<file path="config.mk">
export PLATFORM = sky130hd
export DESIGN_NAME = ddo_divider
export DESIGN_NICKNAME = d
export VERILOG_FILES = /design/src/rtl/core/ddo_pkg.sv /design/src/rtl/core/ddo_divider.sv
export SDC_FILE = /design/constraint.sdc
export NUM_CORES = 1
export LEC_CHECK = 0
export ABC_AREA = 1
export BUFFER_PORTS_ARGS = -buffer_cell sky130_fd_sc_hd__buf_4
export CAP_MARGIN = 20
export CORE_ASPECT_RATIO = 1.2
export CORE_MARGIN = 2
export CORE_UTILIZATION = 40
export DETAILED_ROUTE_END_ITERATION = 8
export HOLD_SLACK_MARGIN = 0.03
export PLACE_DENSITY = 0.61
export RECOVER_POWER = 100
export SYNTH_ARGS = -nofsm -noshare
export SYNTH_HDL_FRONTEND = slang
export SYNTH_SLANG_ARGS = --single-unit
</file>
<file path="constraint.sdc">
create_clock -name clk -period 8.8 [get_ports clk]
set_clock_uncertainty 0.15 [all_clocks]
set_input_delay 0.44 -clock clk [delete_from_list [all_inputs] [get_ports clk]]
set_output_delay 0.44 -clock clk [all_outputs]
set_load 0.1 [all_outputs]
</file>
<file path="src/rtl/core/ddo_pkg.sv">
// Shared types, constants and functions of the differential drive odometry unit.
`default_nettype none
package ddo_pkg;

  // Divider geometry: 50-bit dividend, 20-bit divisor, two quotient bits a cycle
  localparam int DIV_W     = 50;
  localparam int REM_W     = 20;
  localparam int DIV_ITERS = 25;

  // Heading constants, 16 fraction bits
  localparam logic [18:0] TWOPI     = 19'd411775;
  localparam logic [19:0] TWO_TWOPI = 20'd823550;
  localparam logic [18:0] PI_F      = 19'd205887;
  localparam logic [18:0] HALF_PI   = 19'd102944;

  // CORDIC: 30 fraction bits, 16 rotations, starts from the gain constant
  localparam int CORDIC_STEPS = 16;
  localparam logic signed [32:0] CORDIC_GAIN = 33'sd652032874;

  typedef enum logic [3:0] {
    S_IDLE,
    S_PREP,
    S_DIV_Q,
    S_DIV_R,
    S_MID,
    S_FOLD,
    S_ROT,
    S_MUL_X,
    S_MUL_Y,
    S_UPD
  } ddo_state_t;

  typedef struct packed {
    logic             start;
    logic [DIV_W-1:0] dividend;
    logic [REM_W-1:0] divisor;
  } ddo_div_req_t;

  typedef struct packed {
    logic             done;
    logic [DIV_W-1:0] quotient;
    logic [REM_W-1:0] remainder;
  } ddo_div_rsp_t;

  // atan(2^-i), 30 fraction bits
  function automatic logic signed [32:0] atan_q30(input logic [3:0] i);
    logic signed [32:0] v;
    case (i)
      4'd0:    v = 33'sd843314857;
      4'd1:    v = 33'sd497837829;
      4'd2:    v = 33'sd263043837;
      4'd3:    v = 33'sd133525159;
      4'd4:    v = 33'sd67021687;
      4'd5:    v = 33'sd33543516;
      4'd6:    v = 33'sd16775851;
      4'd7:    v = 33'sd8388437;
      4'd8:    v = 33'sd4194283;
      4'd9:    v = 33'sd2097149;
      4'd10:   v = 33'sd1048576;
      4'd11:   v = 33'sd524288;
      4'd12:   v = 33'sd262144;
      4'd13:   v = 33'sd131072;
      4'd14:   v = 33'sd65536;
      default: v = 33'sd32768;
    endcase
    return v;
  endfunction

  // Add or subtract an offset below TWOPI from an angle, wrapping into [0, TWOPI)
  function automatic logic [18:0] wrap_step(input logic [18:0] ang, input logic [18:0] off,
                                            input logic sub);
    logic [19:0] t;
    logic [19:0] res;
    if (sub) begin
      t   = {1'b0, ang} - {1'b0, off};
      res = (ang < off) ? t + {1'b0, TWOPI} : t;
    end else begin
      t   = {1'b0, ang} + {1'b0, off};
      res = (t >= {1'b0, TWOPI}) ? t - {1'b0, TWOPI} : t;
    end
    return res[18:0];
  endfunction

endpackage
`default_nettype wire

</file>
<file path="src/rtl/core/ddo_divider.sv">
// Shared restoring divider, two quotient bits per cycle.
`default_nettype none
module ddo_divider (
  input  wire                 clk,
  input  wire                 rst_n,
  input  wire ddo_pkg::ddo_div_req_t req,
  output ddo_pkg::ddo_div_rsp_t rsp
);

  logic [ddo_pkg::DIV_W-1:0] dq_r, dq_nxt;
  logic [ddo_pkg::REM_W-1:0] rem_r, rem_nxt, dvs_r;
  logic [4:0]                cnt_r;
  logic                      busy_r, done_r;

  logic [ddo_pkg::REM_W:0] r0, r1, m0, m1;
  logic                    ge0, ge1;

  // Two restoring steps on the partial remainder
  always_comb begin
    r0      = {rem_r, dq_r[ddo_pkg::DIV_W-1]};
    ge0     = r0 >= {1'b0, dvs_r};
    m0      = ge0 ? r0 - {1'b0, dvs_r} : r0;
    r1      = {m0[ddo_pkg::REM_W-1:0], dq_r[ddo_pkg::DIV_W-2]};
    ge1     = r1 >= {1'b0, dvs_r};
    m1      = ge1 ? r1 - {1'b0, dvs_r} : r1;
    rem_nxt = m1[ddo_pkg::REM_W-1:0];
    dq_nxt  = {dq_r[ddo_pkg::DIV_W-3:0], ge0, ge1};
  end

  // Control: load on start, iterate while busy, pulse done
  always_ff @(posedge clk) begin
    if (!rst_n) begin
      busy_r <= 1'b0;
      done_r <= 1'b0;
      cnt_r  <= '0;
    end else begin
      done_r <= 1'b0;
      if (req.start) begin
        busy_r <= 1'b1;
        cnt_r  <= '0;
      end else if (busy_r) begin
        cnt_r <= cnt_r + 5'd1;
        if (cnt_r == 5'(ddo_pkg::DIV_ITERS - 1)) begin
          busy_r <= 1'b0;
          done_r <= 1'b1;
        end
      end
    end
  end

  // Datapath
  always_ff @(posedge clk) begin
    if (req.start) begin
      dq_r  <= req.dividend;
      rem_r <= '0;
      dvs_r <= req.divisor;
    end else if (busy_r) begin
      dq_r  <= dq_nxt;
      rem_r <= rem_nxt;
    end
  end

  assign rsp.done      = done_r;
  assign rsp.quotient  = dq_r;
  assign rsp.remainder = rem_r;

endmodule
`default_nettype wire
</file>
==> run metrics <==
WS Path Type=flip-flop to flip-flop; Tcrit/Tclk final=69.3%; R2R depth=24; Num CTS Buffers=9; cell mode on critical path=nand2_1; Netlist cell types=38; Final #Nets=1210; CP max FO=42; average size of a mapped cell=7.11 um^2; Stages on worst setup path=24; Worst Tran Pin Value=2340 ps; CTS resizes=0; #FFs+latches synth=97; vias per cell=4.89; # setup viols final=0; CP endpoint kind=flip-flop; # H-tree levels=3; antenna cell count=0; DIE WIDTH=123 um; Bufs on Longest Clock Path=2; vias=6423; # port buffers=143; static leakage=4.15 nW; VDD IR-drop max=131 uV; initial antenna violation count=0; die height=147 um; PD cells=305 nW/um^2; Initial Utilization=40.7%; number of iterations in the first detailed-routing pass=5; Synth Area in Adders=8.29%; Residual DRC=0; CTS sink count=97; total I/O pin count=144; worst setup path end=rem_r[15]$_SDFFE_PP0P_; vias in the first global route=6343; async set-reset flop share out of synthesis=0%; Pins Over Slew Limit=187; Slew HR=-55.7%; Tightest Hold Check Type=input port to flip-flop; gpl congestion=0.962; die area=18100 um^2; top_reg_cell synth=edfxtp_1; Worst Path Arrival=6240 ps; row count=52; first-pass GRT wire length=32.2 mm; Post-CTS Hold Buffers=0; post-route ant nets=0; Post-synth EDFFs=70; failing checks=capacitance limit, slew limit; Initial DRC Count=374; Total Routed Length=20.5 mm; Final Hold Violating Endpoints=0; Tot GR Track Use=23.0%; commonest non-fill, non-tap cell in the layout=nand2_1; GRT overflow=0; fillers=1774; post-CTS setup buffer count=0; Cells after Synth=960; minimum clock period=6100 ps; R2R Path End=rem_r[15]$_SDFFE_PP0P_; Synth Cell Area=6820 um^2; HPWL after DPL=16.3 mm; Post-Synth Simple-Gate Area=34.9%; TritonCTS clock tree=done; mux cell area share after synthesis=0%; core area=16800 um^2; final instance area=8040 um^2; most frequent cells in the layout=nand2_1, inv_1, clkbuf_1; largest net degree at the start of global routing=52; Clock Latency Late Sink=350 ps; XOR/XNOR Fraction of Synth Area=3.08%; syn nets=1077; Wirelength per Cell=15.6 um; CP startpoint=dvs_r[1]$_DFFE_PP_; sequential cell area fraction in the yosys report=38.7%; Placed Instance Area=8050 um^2; Buf/Inv on CP=3; startpoint types=flip-flop; worst path cell trace=inv_1 -> ha_1 -> nand2_1 -> nor2_1 -> nand2_1 -> nand3_2 -> nand2_1 -> nand4_1 -> o21ai_0 -> inv_1 -> ha_1 -> nand2_1 -> inv_1 -> a21oi_1 -> nand2_1 -> nand2_1 -> nand3_1 -> nand2_1 -> nand2_1 -> nand2_1 -> nand3_1 -> nand2_1 -> nand3_1 -> nand2_1; reg2reg start=dvs_r[1]$_DFFE_PP_; share of layout cells above drive strength 1=9.02%; # Max-Cap Violations=4; Layout area overhead=17.8%; CP top delay family=simple AND/OR/NAND/NOR gates; Ys Warns=0; post-synthesis compound-gate area fraction=5.41%; post-route setup TNS=0 ps; RSZ-0062 raised after global routing=no; Root Driver=clkbuf_16; status=finished with violations; Max Clk Rate=164 MHz; Worst Path Required=8940 ps; reg-to-reg setup timing slack=2700 ps; Critical Path Max Stage Delay=1330 ps; Worst-path clk slew=70 ps; Crit-path slowest cell=nand4_1; largest family of logic cells by synthesized area=simple AND/OR/NAND/NOR gates
[synth_stat cells (all sizes together), types with 13 or more instances]
master | count | area, um^2
a21oi | 34 | 174
buf | 14 | 109
clkbuf | 13 | 48.8
dfxtp | 27 | 541
edfxtp | 70 | 2100
ha | 42 | 526
inv | 132 | 495
nand2 | 408 | 1530
nand3 | 77 | 420
nor2 | 49 | 199
o21ai | 20 | 100
xnor2 | 18 | 158
[cell type report]
| type | count | area, um^2 | area share, % |
|---|---|---|---|
| Timing Repair Buffer | 149 | 822 | 10.2 |
| Clock buffer | 12 | 268 | 3.33 |
| Tap cell | 216 | 270 | 3.36 |
| Inverter | 133 | 499 | 6.21 |
| Sequential cell | 97 | 2640 | 32.9 |
| Multi-Input combinational cell | 703 | 3500 | 43.6 |
| Clock inverter | 4 | 30.0 | 0.374 |
[stage by stage]
stage	cells	utilization [%]	power (mW)	setup slack, ps	hold slack (ps)
2_1_floorplan	960	-	1.78	4630	273
3_3_place_gp	1297	47.9	2.10	4160	285
3_5_place_dp	1297	47.9	2.09	4160	297
4_1_cts	1313	49.7	2.49	4130	103
5_1_grt	1314	47.9	2.62	2120	128
6_report	1314	47.9	2.45	2700	137
[kinds of logic after synthesis]
family / count (synthesis)
AND/OR/NAND/NOR: 568
buffers and inverters: 160
flip-flops: 97
AO/OA/AOI/OAI: 67
adder cells (fa/ha/maj): 44
XOR/XNOR: 24
[worst reg2reg max path, cell delays in order (launching register included)]
cell and delay, ps:
edfxtp_1 370, inv_1 200, ha_1 320, nand2_1 100
nor2_1 70, nand2_1 70, nand3_2 130, nand2_1 100
nand4_1 1330, o21ai_0 860, inv_1 120, ha_1 360
nand2_1 140, inv_1 50, a21oi_1 190, nand2_1 80
nand2_1 60, nand3_1 110, nand2_1 120, nand2_1 60
nand2_1 80, nand3_1 570, nand2_1 260, nand3_1 100
nand2_1 60
[sequential cells by signal, summed over array words and instances (netlist names)]
name    flops
dq_r       50
dvs_r      20
rem_r      20
cnt_r       5
busy_r      1
done_r      1
[power by group]
| part | total (mW) | internal, mW | leakage, nW | switching, mW |
|---|---|---|---|---|
| Clock | 0.398 | 0.219 | 0.145 | 0.180 |
| Combinational | 1.45 | 0.404 | 3.08 | 1.04 |
| Sequential | 0.605 | 0.556 | 0.929 | 0.0486 |
| Total | 2.45 | 1.18 | 4.15 | 1.27 |
[layer usage]
metal / global-route usage, % / vias up / routed length, um
li1: - / 3298 / -
met1: 28.6 / 2864 / 8630
met5: 0 / - / 0
met2: 38.8 / 229 / 9890
met4: 7.50 / 0 / 485
met3: 5.36 / 32 / 1450
[worst min-delay path by stage]
stage,startpoint,endpoint,slack [ps],cells past startpoint
after CTS,req[11],dvs_r[11]$_DFFE_PP_,100,1
after detailed placement,cnt_r[4]$_SDFFE_PP0P_,cnt_r[4]$_SDFFE_PP0P_,300,1
after global routing,req[11],dvs_r[11]$_DFFE_PP_,130,1
final,req[11],dvs_r[11]$_DFFE_PP_,140,1
after floorplan,cnt_r[4]$_SDFFE_PP0P_,cnt_r[4]$_SDFFE_PP0P_,270,1
after global placement,cnt_r[4]$_SDFFE_PP0P_,cnt_r[4]$_SDFFE_PP0P_,290,1
Power figures use the tool's default switching activity.
